==> src/w26_pkg.sv <==
// ---------------------------------------------------------------------------
// w26_pkg: shared types and constants for the Wiegand 26-bit transmitter
// Transaction payload structs, configuration register codes and reset values.
// ---------------------------------------------------------------------------
`timescale 1ns / 1ps

package w26_pkg;

	// Fixed field widths
	localparam int CARD_BITS = 24;
	localparam int TICK_W    = 16;
	localparam int CFG_IDX_W = 2;

	// Register reset values
	localparam logic [TICK_W-1:0] PULSE_TICKS_RST = 16'd100;
	localparam logic [TICK_W-1:0] GAP_TICKS_RST   = 16'd1500;

	// Configuration register indexes
	typedef enum logic [CFG_IDX_W-1:0] {
		CFG_PULSE_TICKS   = 2'd0,
		CFG_GAP_TICKS     = 2'd1,
		CFG_PARITY_INVERT = 2'd2
	} w26_cfg_idx_t;

	// Action codes
	localparam logic ACT_TICK  = 1'b0;
	localparam logic ACT_START = 1'b1;

	// Input transaction
	typedef struct packed {
		logic                 action;
		logic [CARD_BITS-1:0] card_data;
	} w26_in_t;

	// Result transaction
	typedef struct packed {
		logic data0_line;
		logic data1_line;
		logic busy_res;
		logic frame_done;
	} w26_out_t;

	// Register file contents
	typedef struct packed {
		logic [TICK_W-1:0] pulse_ticks;
		logic [TICK_W-1:0] gap_ticks;
		logic              parity_invert;
	} w26_cfg_t;

endpackage

==> src/w26_frame.sv <==
// ---------------------------------------------------------------------------
// w26_frame: frame builder
// Forms the data-plus-parity frame from a card number, lead parity bit on top.
// ---------------------------------------------------------------------------
`timescale 1ns / 1ps

module w26_frame import w26_pkg::*; #(
	parameter int DATA_BITS = 24
) (
	input  logic [CARD_BITS-1:0]   card_data,
	input  logic                   parity_invert,
	output logic [DATA_BITS+1:0]   frame
);

	localparam int LOW_HALF = DATA_BITS / 2;

	logic [DATA_BITS-1:0] data;
	logic                 lead;
	logic                 trail;

	// Upper half gets even parity, lower half odd parity
	always_comb begin
		data  = DATA_BITS'(card_data);
		lead  = (^data[DATA_BITS-1:LOW_HALF]) ^ parity_invert;
		trail = ~(^data[LOW_HALF-1:0]) ^ parity_invert;
		frame = {lead, data, trail};
	end

endmodule

==> src/w26_seq.sv <==
// ---------------------------------------------------------------------------
// w26_seq: bit sequencer
// Holds the frame shifter, phase timer and bit counter; computes the line
// levels for each accepted transaction.
// ---------------------------------------------------------------------------
`timescale 1ns / 1ps

module w26_seq import w26_pkg::*; #(
	parameter int DATA_BITS = 24
) (
	input  logic                 clk,
	input  logic                 arst_n,
	input  logic                 step_en,
	input  w26_in_t              item,
	input  w26_cfg_t             cfg,
	input  logic [DATA_BITS+1:0] frame,
	output w26_out_t             result
);

	localparam int FRAME_BITS = DATA_BITS + 2;
	localparam int CNT_W      = $clog2(FRAME_BITS + 1);

	logic [FRAME_BITS-1:0] frame_shift_q, frame_shift_n;
	logic [CNT_W-1:0]      bits_left_q, bits_left_n;
	logic                  in_pulse_q, in_pulse_n;
	logic [TICK_W-1:0]     phase_timer_q, phase_timer_n;
	logic                  sending_q, sending_n;
	logic                  done;
	logic [TICK_W-1:0]     pulse_load;
	logic [TICK_W-1:0]     gap_load;

	// A zero timing register counts as one tick
	assign pulse_load = (cfg.pulse_ticks == '0) ? TICK_W'(1) : cfg.pulse_ticks;
	assign gap_load   = (cfg.gap_ticks == '0) ? TICK_W'(1) : cfg.gap_ticks;

	// Next state for one transaction
	always_comb begin
		frame_shift_n = frame_shift_q;
		bits_left_n   = bits_left_q;
		in_pulse_n    = in_pulse_q;
		phase_timer_n = phase_timer_q;
		sending_n     = sending_q;
		done          = 1'b0;
		if (item.action == ACT_START) begin
			// start while busy is dropped
			if (!sending_q) begin
				frame_shift_n = frame;
				bits_left_n   = CNT_W'(FRAME_BITS);
				in_pulse_n    = 1'b1;
				phase_timer_n = pulse_load;
				sending_n     = 1'b1;
			end
		end else if (sending_q) begin
			phase_timer_n = phase_timer_q - TICK_W'(1);
			if (phase_timer_q == TICK_W'(1)) begin
				if (in_pulse_q) begin
					in_pulse_n    = 1'b0;
					phase_timer_n = gap_load;
				end else begin
					frame_shift_n = {frame_shift_q[FRAME_BITS-2:0], 1'b0};
					bits_left_n   = bits_left_q - CNT_W'(1);
					if (bits_left_q == CNT_W'(1)) begin
						sending_n = 1'b0;
						done      = 1'b1;
					end else begin
						in_pulse_n    = 1'b1;
						phase_timer_n = pulse_load;
					end
				end
			end
		end
	end

	// Line levels after the step
	always_comb begin
		result.data0_line = !(sending_n && in_pulse_n && !frame_shift_n[FRAME_BITS-1]);
		result.data1_line = !(sending_n && in_pulse_n && frame_shift_n[FRAME_BITS-1]);
		result.busy_res   = sending_n;
		result.frame_done = done;
	end

	// State registers
	always_ff @(posedge clk or negedge arst_n) begin
		if (!arst_n) begin
			frame_shift_q <= '0;
			bits_left_q   <= '0;
			in_pulse_q    <= 1'b0;
			phase_timer_q <= '0;
			sending_q     <= 1'b0;
		end else if (step_en) begin
			frame_shift_q <= frame_shift_n;
			bits_left_q   <= bits_left_n;
			in_pulse_q    <= in_pulse_n;
			phase_timer_q <= phase_timer_n;
			sending_q     <= sending_n;
		end
	end

endmodule

==> src/w26_out_buf.sv <==
// ---------------------------------------------------------------------------
// w26_out_buf: result register with skid stage
// Holds results until taken; the skid entry absorbs one transaction while the
// output is stalled so the input side keeps moving.
// ---------------------------------------------------------------------------
`timescale 1ns / 1ps

module w26_out_buf import w26_pkg::*; (
	input  logic     clk,
	input  logic     arst_n,
	input  logic     push,
	input  w26_out_t push_data,
	output logic     full,
	output logic     out_valid,
	input  logic     out_stall,
	output w26_out_t out_data
);

	logic     out_valid_q;
	w26_out_t out_data_q;
	logic     skid_valid_q;
	w26_out_t skid_data_q;
	logic     out_free;

	assign out_free  = !out_valid_q || !out_stall;
	assign full      = skid_valid_q;
	assign out_valid = out_valid_q;
	assign out_data  = out_data_q;

	// Valid flags
	always_ff @(posedge clk or negedge arst_n) begin
		if (!arst_n) begin
			out_valid_q  <= 1'b0;
			skid_valid_q <= 1'b0;
		end else if (out_free) begin
			out_valid_q  <= skid_valid_q || push;
			skid_valid_q <= 1'b0;
		end else if (push) begin
			skid_valid_q <= 1'b1;
		end
	end

	// Payload
	always_ff @(posedge clk) begin
		if (out_free) begin
			out_data_q <= skid_valid_q ? skid_data_q : push_data;
		end else if (push) begin
			skid_data_q <= push_data;
		end
	end

endmodule

==> src/wiegand_26_transmitter.sv <==
// ---------------------------------------------------------------------------
// wiegand_26_transmitter: Wiegand 26-bit frame transmitter
// Sends a card number as lead parity, data MSB first and trail parity, one
// low pulse per bit on DATA1 or DATA0, timed in tick transactions.
// ---------------------------------------------------------------------------
// Each input transaction (a tick or a start) yields exactly one result
// transaction with the line levels, busy flag and frame-done flag after that
// step. The block takes one transaction per clock while in_stall is low; the
// sequencer state updates in the cycle of acceptance; the output buffer
// registers the result. A two-entry output (result register plus skid entry)
// lets input keep flowing for one more transaction while the output is
// stalled; in_stall rises only when both entries hold results. Write the
// timing and parity registers only while all results are out; a timing value
// written during a frame is picked up at the next pulse or gap load.
`timescale 1ns / 1ps

module wiegand_26_transmitter import w26_pkg::*; #(
	parameter int DATA_BITS = 24
) (
	input  logic                 clk,
	input  logic                 arst_n,
	input  logic                 in_valid,
	output logic                 in_stall,
	input  w26_in_t              in_data,
	output logic                 out_valid,
	input  logic                 out_stall,
	output w26_out_t             out_data,
	input  logic                 cfg_we,
	input  logic [CFG_IDX_W-1:0] cfg_index,
	input  logic [TICK_W-1:0]    cfg_data
);

	w26_cfg_t             cfg_q;
	logic [DATA_BITS+1:0] frame;
	logic                 in_acc;
	w26_out_t             result;
	logic                 buf_full;

	assign in_stall = buf_full;
	assign in_acc   = in_valid && !buf_full;

	// Configuration registers
	always_ff @(posedge clk or negedge arst_n) begin
		if (!arst_n) begin
			cfg_q.pulse_ticks   <= PULSE_TICKS_RST;
			cfg_q.gap_ticks     <= GAP_TICKS_RST;
			cfg_q.parity_invert <= 1'b0;
		end else if (cfg_we) begin
			unique case (cfg_index)
				CFG_PULSE_TICKS:   cfg_q.pulse_ticks   <= cfg_data;
				CFG_GAP_TICKS:     cfg_q.gap_ticks     <= cfg_data;
				CFG_PARITY_INVERT: cfg_q.parity_invert <= cfg_data[0];
				default: ;
			endcase
		end
	end

	w26_frame #(.DATA_BITS(DATA_BITS)) u_frame (
		.card_data     (in_data.card_data),
		.parity_invert (cfg_q.parity_invert),
		.frame         (frame)
	);

	w26_seq #(.DATA_BITS(DATA_BITS)) u_seq (
		.clk     (clk),
		.arst_n  (arst_n),
		.step_en (in_acc),
		.item    (in_data),
		.cfg     (cfg_q),
		.frame   (frame),
		.result  (result)
	);

	w26_out_buf u_out_buf (
		.clk       (clk),
		.arst_n    (arst_n),
		.push      (in_acc),
		.push_data (result),
		.full      (buf_full),
		.out_valid (out_valid),
		.out_stall (out_stall),
		.out_data  (out_data)
	);

endmodule

==> config.mk <==
export PLATFORM = sky130hd
export DESIGN_NAME = wiegand_26_transmitter
export DESIGN_NICKNAME = d
export VERILOG_FILES = /design/src/w26_pkg.sv /design/src/w26_frame.sv /design/src/w26_seq.sv /design/src/w26_out_buf.sv /design/src/wiegand_26_transmitter.sv
export SDC_FILE = /design/constraint.sdc
export NUM_CORES = 1
export LEC_CHECK = 0
export BUFFER_PORTS_ARGS = -buffer_cell sky130_fd_sc_hd__buf_2
export CAP_MARGIN = 20
export CORE_MARGIN = 5
export CORE_UTILIZATION = 55
export DETAILED_ROUTE_END_ITERATION = 7
export PLACE_DENSITY = 0.73
export SLEW_MARGIN = 15
export SYNTH_ARGS = -nofsm -noshare
export SYNTH_HDL_FRONTEND = slang
export SYNTH_SLANG_ARGS = --single-unit
==> constraint.sdc <==
create_clock -name clk -period 3 [get_ports clk]
set_input_delay 0.3 -clock clk [delete_from_list [all_inputs] [get_ports clk]]
set_output_delay 0.3 -clock clk [all_outputs]
set_load 0.05 [all_outputs]
# Word level (Yosys, flattened, before mapping)
# Index checks and enable logic that the tools add are counted.
[op_classes]
mux = 36
bitwise = 4
reduce_logical = 26
addsub = 2
eq_ne = 6
[op_table]
columns = ["op", "count"]
rows = [
  ["$mux W26", 5],
  ["$mux W16", 8],
  ["$logic_not A16 Y1", 2],
  ["$mux W5", 5],
  ["$reduce_xor A12 Y1", 2],
  ["$mux W1", 17],
  ["$eq A16 B1 Y1 const B", 1],
  ["$sub A16 B1 Y16 const B", 1],
  ["$reduce_and A2 Y1", 4],
  ["$logic_not A1 Y1", 6],
  ["$reduce_bool A2 Y1", 3],
  ["$eq A5 B1 Y1 const B", 1],
  ["$reduce_and A5 Y1", 1],
  ["$sub A5 B1 Y5 const B", 1],
  ["$logic_and A1 B1 Y1", 4],
  ["$mux W4", 1],
  ["$ne A2 B2 Y1 const B", 2],
  ["$reduce_and A3 Y1", 1],
  ["$eq A2 B1 Y1 const B", 1],
  ["$eq A2 B2 Y1 const B", 1],
  ["$logic_not A2 Y1", 1],
  ["$logic_or A1 B1 Y1", 2],
  ["$not A1 Y1", 2],
  ["$xor A1 B1 Y1", 2],
]
[word_totals]
word_cells = 93
ff_bits = 92
inputBits = 48

# Depth between registers and ports, before layout
# Gate-level depths: netlist of run 1.
[logic_depth]
ltp_word = 10
depth_mapped = 10
ltp_nobuf = 8

# Cells and area by module
# Synthesis of run 1 repeated with hierarchy kept, for this count alone.
[unflattened]
hier_cells = 496
hier_area_um2 = 5238.8
[by_module_without_submodules]
columns = ["module", "cells_per_inst", "area_each_um2", "n_inst", "seq_area_each_um2"]
rows = [
  ["w26_seq", 362, 3158.0, 1, 1226.2],
  ["wiegand_26_transmitter", 72, 1272.5, 1, 838.3],
  ["w26_frame", 44, 444.2, 1, 0.0],
  ["w26_out_buf", 18, 364.1, 1, 290.3],
]

# Worst setup path after synthesis of run 1
# Ideal clock, no wire load.
[synth_path]
path_kind = "reg2reg"
start = "reg u_out_buf.skid_valid_q, in the netlist u_out_buf.full"
end = "reg u_seq.bits_left_q[4]"
setup_time_ns = 0.119
stages_incl_launch_ff = 10
required_ns = 2.881
setup_slack_ns = 0.664
period_less_slack_ns = 2.336
t_arrival_ns = 2.217
path_cell_list = "dfrtp_1 -> clkbuf_1 -> nor2b_1 -> buf_2 -> o21a_1 -> clkbuf_1 -> o21ai_1 -> or4_1 -> xor2_1 -> nand2_1"
[synth_between]
elab_chain_cells = 3
[synth_rtl]
columns = ["item", "line", "source"]
rows = [
  ["start: declaration", "w26_out_buf.sv:21", "logic skid_valid_q;"],
  ["start signal: assignment", "w26_out_buf.sv:34", "skid_valid_q <= 1'b0;"],
  ["start signal: assignment", "w26_out_buf.sv:37", "skid_valid_q <= 1'b0;"],
  ["start signal: assignment", "w26_out_buf.sv:39", "skid_valid_q <= 1'b1;"],
  ["$logic_not A1 Y1", "wiegand_26_transmitter.sv:40", "assign in_acc = in_valid && !buf_full;"],
  ["$logic_and A1 B1 Y1", "wiegand_26_transmitter.sv:40", ""],
  ["$reduce_and A5 Y1 (no source line)", "--", ""],
  ["end signal: assignment", "w26_seq.sv:92", "bits_left_q <= bits_left_n;"],
  ["end: declaration", "w26_seq.sv:24", "logic [CNT_W-1:0] bits_left_q, bits_left_n;"],
]
# No other way between the ends.
# A chain may end at the register's enable or synchronous reset.

# Worst setup path in the final report of run 1
[layout_path]
start = "reg u_seq.phase_timer_q[3]"
end = "reg u_seq.phase_timer_q[0]"
[layout_between]
elab_chain_cells = 4
[layout_rtl]
columns = ["item", "line", "source"]
rows = [
  ["start: declaration", "w26_seq.sv:26", "logic [TICK_W-1:0] phase_timer_q, phase_timer_n;"],
  ["start signal: assignment", "w26_seq.sv:94", "phase_timer_q <= phase_timer_n;"],
  ["$eq A16 B1 Y1", "w26_seq.sv:55", "if (phase_timer_q == TICK_W'(1)) begin"],
  ["$mux W16", "w26_seq.sv:55", ""],
  ["$mux W16", "w26_seq.sv:53", "end else if (sending_q) begin"],
  ["$mux W16", "w26_seq.sv:44", "if (item.action == ACT_START) begin"],
]
# No other way between the ends. The select of a mux whose other input is x is not followed.

==> results of run 1 <==
-- registers in the layout, summed over array words and instances (netlist names) --
signal                 count
u_out_buf.full             1
u_out_buf.out_valid        1
u_out_buf.skid_data_q      4
u_seq.in_pulse_q           1
u_seq.sending_q            1
u_seq.bits_left_q          5
cfg_q                     33
u_out_buf.out_data         4
u_seq.phase_timer_q       16
u_seq.frame_shift_q       26
-- critical path, delay by kind of cell, from the launching register on --
kind / cells / cell delay (ns)
flip-flops: 1 / 0.47
AO/OA/AOI/OAI: 4 / 1.11
AND/OR/NAND/NOR: 2 / 0.79
-- worst paths after layout --
check | depth (start not counted) | to | slack (ns)
min in group clk | 3 | cfg_q[18]$_DFFE_PN0P_ | 0.17
setup reg to reg | 6 | u_seq.phase_timer_q[0]$_DFFE_PN0P_ | 0.50
max in group asynchronous | 1 | u_seq.frame_shift_q[4]$_DFFE_PN0P_ | 2.48
hold reg to reg | 2 | u_seq.frame_shift_q[3]$_DFFE_PN0P_ | 0.49
setup / recovery | 6 | u_seq.phase_timer_q[0]$_DFFE_PN0P_ | 0.50
hold / removal | 1 | u_seq.frame_shift_q[15]$_DFFE_PN0P_ | -0.05
-- cells by family after synthesis --
family          after synthesis  synth area share [%]
compound gates              122                  16.7
xor+xnor                     36                  7.53
fa+ha+maj                     4                  1.06
buf+inv                      35                  3.22
flops                        92                  49.7
mux                          37                  8.77
simple gates                117                  13.0
-- stage by stage --
step | cell area, um2 | instances | utilization, % | power [mW] | setup slack (ns)
2_1_floorplan | 4740 | 443 | - | 2.16 | 0.664
3_3_place_gp | 5100 | 585 | 61.4 | 2.35 | 0.569
3_5_place_dp | 5100 | 585 | 61.4 | 2.39 | 0.521
4_1_cts | 5300 | 601 | 63.9 | 3.24 | 0.508
5_1_grt | 5310 | 601 | 63.9 | 3.40 | 0.274
6_report | 5310 | 601 | 63.9 | 3.23 | 0.502
-- routing by layer --
metal | share of wire [%] | global-route usage (%) | up-vias
met5 | 0 | 0 | -
met4 | 1.4 | 7.57 | 0
met3 | 4.4 | 3.32 | 12
met2 | 50 | 35.1 | 83
met1 | 45 | 27.9 | 1756
li1 | - | - | 1730
-- Yosys cell counts, drive strengths merged (9+ instances only) --
| master | number | area [um2] |
|---|---|---|
| nor3 | 12 | 60.1 |
| o21ai | 41 | 205 |
| dfstp | 10 | 263 |
| a21oi | 13 | 65.1 |
| nor2 | 15 | 56.3 |
| o22ai | 10 | 62.6 |
| nor4 | 11 | 98.8 |
| mux2 | 36 | 405 |
| xnor2 | 25 | 219 |
| dfrtp | 74 | 1850 |
| clkbuf | 16 | 60.1 |
| inv | 10 | 37.5 |
| buf | 9 | 55.1 |
| a22oi | 24 | 180 |
| nand2 | 47 | 176 |
| a2bb2oi | 9 | 78.8 |
-- cell type report --
type / instances / area share, %
clock buffer: 12 / 2.92
clock inverter: 4 / 0.896
inverter: 10 / 0.708
multi-input combinational: 316 / 42.2
sequential: 92 / 44.4
tap: 105 / 2.48
timing repair buffer: 62 / 6.39
-- power groups by stage --
stage | Combinational (mW) | Clock, mW | Sequential [mW]
after floorplan | 0.490 | 0 | 1.67
after global placement | 0.664 | 0 | 1.69
after detailed placement | 0.684 | 0 | 1.70
after CTS | 0.688 | 0.871 | 1.68
after global routing | 0.766 | 0.923 | 1.71
final | 0.682 | 0.862 | 1.68
==> flow_metrics.env, run 1 <==
export IMPL_die_h_um=103
export IMPL_ys_types=53
export IMPL_register_area_mm2=0.00235
export IMPL_p_clk_share_pct=26.7
export IMPL_worst_hold_slack_ns=-0.0525
export IMPL_multiInputGateArea_mm2=0.00224
export IMPL_fin_nets=543
export IMPL_ios=54
export IMPL_area_growth_syn_to_layout_pct=12.0
export IMPL_syn_area_mm2=0.00474
export IMPL_cts_hold_buf=0
export IMPL_drc=0
export IMPL_diodes=0
export IMPL_fillCellCount=697
export IMPL_netSwitchingPower_uw=983
export IMPL_ant_nets=0
export IMPL_design_die_area_mm2=0.0106
export IMPL_path_cells="nor4_4 > nand4_1 > a21oi_1 > o22ai_1 > a211oi_1 > a21oi_1"
export IMPL_synth_seq_cells=92
export IMPL_setup_tns_ns=0
export IMPL_grt_pass1_wl_um=17400
export IMPL_crit_reg2reg_launch="u_seq.phase_timer_q[3]$_DFFE_PN0P_"
export IMPL_max_freq_mhz=400
export IMPL_cts_buffer_depth=2
export IMPL_leakagePower_nw=2.17
export IMPL_die_x_um=103
export IMPL_yosys_warnings=0
export IMPL_std_cell_rows=33
export IMPL_fin_worst_skew_ns=0.0134
export IMPL_synth_ff_type="dfrtp_1"
export IMPL_cts_resized_gates=0
export IMPL_clk_latency_ns=0.37
export IMPL_cts_sinks=92
export IMPL_drt_initial_drc_count=154
export IMPL_crit_top_cell="a21oi_1"
export IMPL_yosysSeqAreaShare_pct=49.7
export IMPL_via_per_inst=5.96
export IMPL_syn_nets=495
export IMPL_via_count=3581
export IMPL_cp_startpoint="u_seq.phase_timer_q[3]$_DFFE_PN0P_"
export IMPL_crit_path_max_incr_delay_ns=0.61
export IMPL_cts_buffers=9
export IMPL_grt_overflow=0
export IMPL_p_int_mw=2.24
export IMPL_cts_tree="built"
export IMPL_critPathCaptureType="flop"
export IMPL_fin_crit_sh_pct=83.3
export IMPL_run_status="complete, but fails checks"
export IMPL_syn_area_per_cell_um2=10.7
export IMPL_sequentialPowerShare_pct=52.1
export IMPL_hold_viol_final=16
export IMPL_cp_start_kind="flop"
export IMPL_drive_gt1_share_pct=26.4
export IMPL_arrival_ns=2.73
export IMPL_cts_root_buf="clkbuf_8"
export IMPL_first_pass_iters=4
export IMPL_wire_per_inst_um=17.2
export IMPL_hold_path_class="input pin to async pin"
export IMPL_p_sw_share_pct=30.5
export IMPL_slowest_stage="a21oi_1"
export IMPL_tightest_slew_ns=0.793
export IMPL_powerDensity_mw_per_mm2=608
export IMPL_pwr_share_comb_pct=21.1
export IMPL_crit_required_ns=3.24
export IMPL_irDropWorstVdd_v=0.000374
export IMPL_gp_congestion=0.960
export IMPL_violations="hold timing"
export IMPL_h_tree_depth=3
export IMPL_min_period_ns=2.50
export IMPL_wl_um=10400
export IMPL_setup_viol=0
export IMPL_maxSlewHeadroom_pct=46.9
export IMPL_grt_antenna_before_repair=0
export IMPL_rsz0062_at_grt="false"
export IMPL_syn_inst=443
export IMPL_grt_max_degree=85
export IMPL_critPathMaxFanout=8
export IMPL_initial_core_util_pct=57.1
export IMPL_synth_edf_count=8
export IMPL_clkTransAtPathRegs_ns=0.10
export IMPL_mostFrequentLayoutCells="dfrtp_1 (74), buf_2 (52), nand2_1 (47), o21ai_0 (38), mux2_2 (36)"
export IMPL_post_dp_hpwl_um=7320
export IMPL_maxCapViolations=0
export IMPL_async_reset_ff_share_pct=91.3
export IMPL_critPathKind="flop to flop"
export IMPL_grtUsageTotal_pct=21.0
export IMPL_coreArea_mm2=0.00830
export IMPL_first_global_vias=3676
export IMPL_postCtsSetupRepairBufs=0
export IMPL_io_buffer_count=53
export IMPL_drv_slew=0
export IMPL_layout_commonest_cell="dfrtp_1"
(Power assumes the default switching activity.)
==> run 2: changes to the inputs <==
==> constraint.sdc (replaced) <==
create_clock -name clk -period 2.34 [get_ports clk]
set_input_delay 0.234 -clock clk [delete_from_list [all_inputs] [get_ports clk]]
set_output_delay 0.234 -clock clk [all_outputs]
set_load 0.05 [all_outputs]
==> flow_metrics.env, run 2 (synthesis results as in run 1) <==
export IMPL_critPathKind="flop to flop"
export IMPL_critPathMaxFanout=5
export IMPL_worst_path_buf_inv=2
export IMPL_die_x_um=103
export IMPL_ant_nets=0
export IMPL_grtUsageTotal_pct=21.0
export IMPL_design_die_area_mm2=0.0106
export IMPL_fillCellCount=682
export IMPL_tightest_slew_ns=0.468
export IMPL_drv_slew=0
export IMPL_maxSlewHeadroom_pct=68.8
export IMPL_setup_viol=0
export IMPL_run_status="finished clean"
export IMPL_multiInputGateArea_mm2=0.00227
export IMPL_grt_pass1_wl_um=17500
export IMPL_largest_reg_flops=33
export IMPL_min_period_ns=2.20
export IMPL_via_count=3612
export IMPL_h_tree_depth=3
export IMPL_fin_nets=558
export IMPL_regMostFlops="cfg_q"
export IMPL_dp_slack_ns=0.0780
export IMPL_via_per_inst=5.86
export IMPL_register_area_mm2=0.00235
export IMPL_post_dp_hpwl_um=7470
export IMPL_max_freq_mhz=455
export IMPL_wire_per_inst_um=16.7
export IMPL_first_pass_iters=4
export IMPL_largestRegisters="cfg_q (33), u_seq.frame_shift_q (26), u_seq.phase_timer_q (16)"
export IMPL_area_growth_syn_to_layout_pct=15.6
export IMPL_final_util_pct=66.0
export IMPL_mostFrequentLayoutCells="dfrtp_1 (74), buf_2 (52), nand2_1 (47), o21ai_0 (38), mux2_2 (36)"
export IMPL_fin_crit_sh_pct=93.9
export IMPL_grtUsageMet1_pct=28.6
export IMPL_hold_viol_final=0
export IMPL_crit_path_max_incr_delay_ns=0.42
export IMPL_cts_buffer_depth=2
export IMPL_busiest_layer="met2"
export IMPL_gp_congestion=0.922
export IMPL_std_cell_rows=33
export IMPL_critPathCaptureType="flop"
export IMPL_slowest_stage="dfrtp_1"
export IMPL_rsz0062_at_grt="false"
export IMPL_grt_antenna_before_repair=0
export IMPL_initial_core_util_pct=57.1
export IMPL_cp_start_kind="flop"
export IMPL_drt_initial_drc_count=156
export IMPL_leakagePower_nw=2.26
export IMPL_crit_required_ns=2.58
export IMPL_fin_worst_skew_ns=0.00873
export IMPL_drc=0
export IMPL_irDropWorstVdd_v=0.000556
export IMPL_wl_um=10300
export IMPL_arrival_ns=2.44
export IMPL_timing_final_ws_setup_ns=0.143
export IMPL_grt_max_degree=52
export IMPL_clkTransAtPathRegs_ns=0.09
export IMPL_clk_latency_ns=0.36
export IMPL_layout_commonest_cell="dfrtp_1"
export IMPL_first_global_vias=3619
export IMPL_use_met2_pct=34.6
export IMPL_grtUsageMet3_pct=3.65
export IMPL_drive_gt1_share_pct=29.7
export IMPL_hold_path_class="input pin to flop"
export IMPL_crit_family="compound AO/OA/AOI/OAI gates"
export IMPL_powerDensity_mw_per_mm2=773
export IMPL_grt_overflow=0
export IMPL_cts_buffers=9
export IMPL_cts_tree="built"
export IMPL_cts_sinks=92
export IMPL_path_cells="inv_2 > ha_1 > nor3b_4 > nand4_1 > buf_4 > a21o_1 > a221o_1 > a21bo_2 > mux2_2"
export IMPL_coreArea_mm2=0.00830
export IMPL_setup_tns_ns=0
export IMPL_ios=54
export IMPL_maxCapViolations=0
export IMPL_diodes=0
export IMPL_io_buffer_count=53
export IMPL_die_h_um=103
export IMPL_cts_root_buf="clkbuf_8"
run 2: metal layers:
layer | vias to the layer above | share of wire (%)
li1 | 1754 | -
met4 | 0 | 1.4
met5 | - | 0
met2 | 88 | 48
met3 | 12 | 5.4
met1 | 1758 | 45
run 2: path summary, 6_finish.rpt:
| path | cells past startpoint | endpoint | from | slack, ns |
|---|---|---|---|---|
| hold reg to reg | 2 | u_seq.frame_shift_q[3]$_DFFE_PN0P_ | u_seq.frame_shift_q[3]$_DFFE_PN0P_ | 0.49 |
| setup / recovery | 9 | u_out_buf.out_data[2]$_DFFE_PN_ | u_seq.phase_timer_q[1]$_DFFE_PN0P_ | 0.14 |
| max in group asynchronous | 3 | cfg_q[11]$_DFFE_PN1P_ | arst_n | 1.29 |
| setup reg to reg | 9 | u_out_buf.out_data[2]$_DFFE_PN_ | u_seq.phase_timer_q[1]$_DFFE_PN0P_ | 0.14 |
| min in group asynchronous | 2 | u_seq.frame_shift_q[13]$_DFFE_PN0P_ | arst_n | 0.36 |
| hold / removal | 3 | u_out_buf.out_valid$_DFFE_PN0N_ | in_valid | 0.11 |
run 2: what timing repair did:
item,CTS,global route
endpoints found under the setup margin,0,5
endpoints found under the hold margin,26,0
gates resized for setup,0,7
hold buffers,1,0
buffers inserted,0,2
run 2: area by class of cell:
cell class | count | area share [%]
clock inverters | 6 | 1.26
well taps | 105 | 2.40
clock buffers | 10 | 2.72
flip-flops and latches | 92 | 43.0
inverters | 10 | 0.685
multi-input cells | 316 | 41.5
repair buffers | 77 | 8.45
run 2: metrics by stage:
| step | cells | power (mW) | cell area, um2 | hold WS, ns |
|---|---|---|---|---|
| 6_report | 616 | 4.23 | 5480 | 0.106 |
| 5_1_grt | 616 | 4.47 | 5480 | 0.0948 |
| 4_1_cts | 614 | 4.23 | 5430 | 0.0923 |
| 3_5_place_dp | 597 | 3.09 | 5200 | 0.216 |
| 3_3_place_gp | 597 | 3.05 | 5200 | 0.211 |
| 2_1_floorplan | 443 | 2.77 | 4740 | -0.0616 |
run 2: power by group:
group	total, mW	internal (mW)	leakage (nW)	switching [mW]
logic	0.937	0.490	1.06	0.447
clock network	1.13	0.564	0.108	0.567
registers	2.17	1.88	1.09	0.282
run 2: worst min-delay path: cells and delay by family:
kind,cells,cell delay [ns]
AND/OR/NAND/NOR,2,0.10
buffers and inverters,1,0.10
==> run 3: changes to the inputs <==
--- a/config.mk
+++ b/config.mk
@@ -8,9 +8,9 @@
 export BUFFER_PORTS_ARGS = -buffer_cell sky130_fd_sc_hd__buf_2
 export CAP_MARGIN = 20
 export CORE_MARGIN = 5
-export CORE_UTILIZATION = 55
+export CORE_UTILIZATION = 53
 export DETAILED_ROUTE_END_ITERATION = 7
-export PLACE_DENSITY = 0.73
+export PLACE_DENSITY_LB_ADDON = 0.08
 export SLEW_MARGIN = 15
 export SYNTH_ARGS = -nofsm -noshare
 export SYNTH_HDL_FRONTEND = slang
==> constraint.sdc (replaced) <==
create_clock -name clk -period 1.9 [get_ports clk]
set_input_delay 0.19 -clock clk [delete_from_list [all_inputs] [get_ports clk]]
set_output_delay 0.19 -clock clk [all_outputs]
set_load 0.05 [all_outputs]
==> flow_metrics.env, run 3 (synthesis results as in run 1) <==
export IMPL_run_status="complete, but fails checks"
export IMPL_violations="setup timing"
export IMPL_fillCellCount=607
export IMPL_die_h_um=105
export IMPL_cts_buffer_depth=2
export IMPL_largestRegisters="cfg_q (33), u_seq.frame_shift_q (26), u_seq.phase_timer_q (16)"
export IMPL_grtUsageTotal_pct=22.9
export IMPL_coreArea_mm2=0.00872
export IMPL_drt_initial_drc_count=206
export IMPL_via_per_inst=6.06
export IMPL_r2r_slack_ns=-0.29
export IMPL_design_die_area_mm2=0.0109
export IMPL_fin_crit_sh_pct=115
export IMPL_layout_commonest_cell="dfrtp_1"
export IMPL_mostFrequentLayoutCells="dfrtp_1 (72), buf_4 (67), buf_2 (53), nand2_1 (43), mux2_2 (33)"
export IMPL_leakagePower_nw=2.68
export IMPL_cts_buffers=9
export IMPL_area_growth_syn_to_layout_pct=35.8
export IMPL_timing_final_ws_setup_ns=-0.287
export IMPL_arrival_ns=2.43
export IMPL_p_int_mw=3.95
export IMPL_netSwitchingPower_mw=1.83
export IMPL_crit_required_ns=2.15
export IMPL_p_clk_share_pct=24.1
export IMPL_cts_sinks=92
export IMPL_max_freq_mhz=457
export IMPL_drive_gt1_share_pct=45.3
export IMPL_largest_reg_flops=33
export IMPL_first_global_vias=4044
export IMPL_cts_root_buf="clkbuf_8"
export IMPL_regMostFlops="cfg_q"
export IMPL_clk_latency_ns=0.37
export IMPL_grt_pass1_wl_um=20400
export IMPL_ios=54
export IMPL_fin_nets=623
export IMPL_min_period_ns=2.19
export IMPL_maxSlewHeadroom_pct=68.9
export IMPL_critPathMaxFanout=5
export IMPL_h_tree_depth=3
export IMPL_irDropWorstVdd_v=0.000584
export IMPL_sequentialPowerShare_pct=45.2
export IMPL_placed_area_mm2=0.00550
export IMPL_diodes=0
export IMPL_die_x_um=105
export IMPL_maxCapViolations=0
export IMPL_p_sw_share_pct=31.7
export IMPL_grt_antenna_before_repair=0
export IMPL_cp_start_kind="flop"
export IMPL_drc=0
export IMPL_hold_viol_final=0
export IMPL_io_buffer_count=53
export IMPL_grt_max_degree=56
export IMPL_setup_tns_ns=-7.80
export IMPL_clkTransAtPathRegs_ns=0.09
export IMPL_std_cell_rows=34
export IMPL_initial_core_util_pct=54.3
export IMPL_post_dp_hpwl_um=8250
export IMPL_hold_path_class="input pin to flop"
export IMPL_drv_slew=0
export IMPL_first_pass_iters=5
export IMPL_setup_viol=50
export IMPL_pwr_share_comb_pct=30.8
export IMPL_multiInputGateArea_mm2=0.00260
export IMPL_register_area_mm2=0.00236
export IMPL_rsz0062_at_grt="true"
export IMPL_fin_worst_skew_ns=0.0126
export IMPL_tightest_slew_ns=0.462
export IMPL_ant_nets=0
export IMPL_wl_um=13100
export IMPL_powerDensity_mw_per_mm2=899
export IMPL_grt_overflow=0
export IMPL_gp_congestion=0.917
export IMPL_wire_per_inst_um=19.2
export IMPL_via_count=4145
export IMPL_critPathKind="flop to flop"
export IMPL_critPathCaptureType="flop"
export IMPL_cts_tree="built"
export IMPL_fin_area_mm2=0.00643
[run 3: changes by cell type in the layout (fill, tap and decap cells not counted), sizes merged]
cell / previous run / this run
bufbuf: 0 / 1
buf: 76 / 138
clkinv: 3 / 1
clkbuf: 10 / 14
[run 3: routing by layer]
metal / part of all wire (%) / track usage, %
met5: 0 / 0
met4: 2.1 / 7.77
met3: 6.9 / 4.16
met2: 48 / 35.7
met1: 43 / 32.4
[run 3: what timing repair did]
action / in CTS / in global routing
setup buffers: 12 / 16
hold endpoints to repair: 29 / 0
cloned: 2 / 4
pin swaps: 25 / 29
gates resized for setup: 53 / 58
hold buffers: 1 / 0
setup endpoints to repair: 42 / 50
[run 3: power by group through the flow]
stage / clock, mW / combinational, mW / sequential (mW)
2_1_floorplan: 0 / 0.780 / 2.64
3_3_place_gp: 0 / 1.38 / 2.61
3_5_place_dp: 0 / 1.42 / 2.61
4_1_cts: 1.43 / 1.60 / 2.59
5_1_grt: 1.50 / 1.91 / 2.64
6_report: 1.39 / 1.78 / 2.61
[run 3: final cells by class]
class,count,area share (%)
multi-input cells,316,40.4
flip-flops and latches,92,36.6
repair buffers,142,17.0
clock buffers,12,2.41
well taps,108,2.10
clock inverters,4,0.856
inverters,10,0.584
[run 3: path summary, 6_finish.rpt]
kind / start / to / cells past startpoint
min in group asynchronous: arst_n / cfg_q[28]$_DFFE_PN0P_ / 2
hold reg to reg: u_seq.frame_shift_q[17]$_DFFE_PN0P_ / u_seq.frame_shift_q[17]$_DFFE_PN0P_ / 2
max in group asynchronous: arst_n / cfg_q[9]$_DFFE_PN1P_ / 3
setup reg to reg: u_seq.phase_timer_q[5]$_DFFE_PN0P_ / u_seq.phase_timer_q[1]$_DFFE_PN0P_ / 8
setup / recovery: u_seq.phase_timer_q[5]$_DFFE_PN0P_ / u_seq.phase_timer_q[1]$_DFFE_PN0P_ / 8
hold / removal: cfg_data[1] / cfg_q[18]$_DFFE_PN0P_ / 3
[run 3: per-stage QoR]
step	utilization, %	hold WS [ns]	worst slack [ns]	std cells	total power [mW]
6_report	73.8	0.0408	-0.287	684	5.78
5_1_grt	73.8	0.0336	-0.342	684	6.05
4_1_cts	69.5	0.0286	-0.227	665	5.61
3_5_place_dp	63.1	0.159	-0.278	634	4.03
3_3_place_gp	63.1	0.158	-0.193	634	3.98
2_1_floorplan	-	-0.106	-0.335	443	3.42
[run 3: critical path: stages, from the launching register on]
cell       delay [ns]
dfrtp_1          0.42
nor4_4           0.39
nand4_1          0.20
buf_4            0.20
buf_6            0.11
a21oi_4          0.25
a2bb2oi_1        0.19
o221ai_1         0.14
a21boi_1         0.15
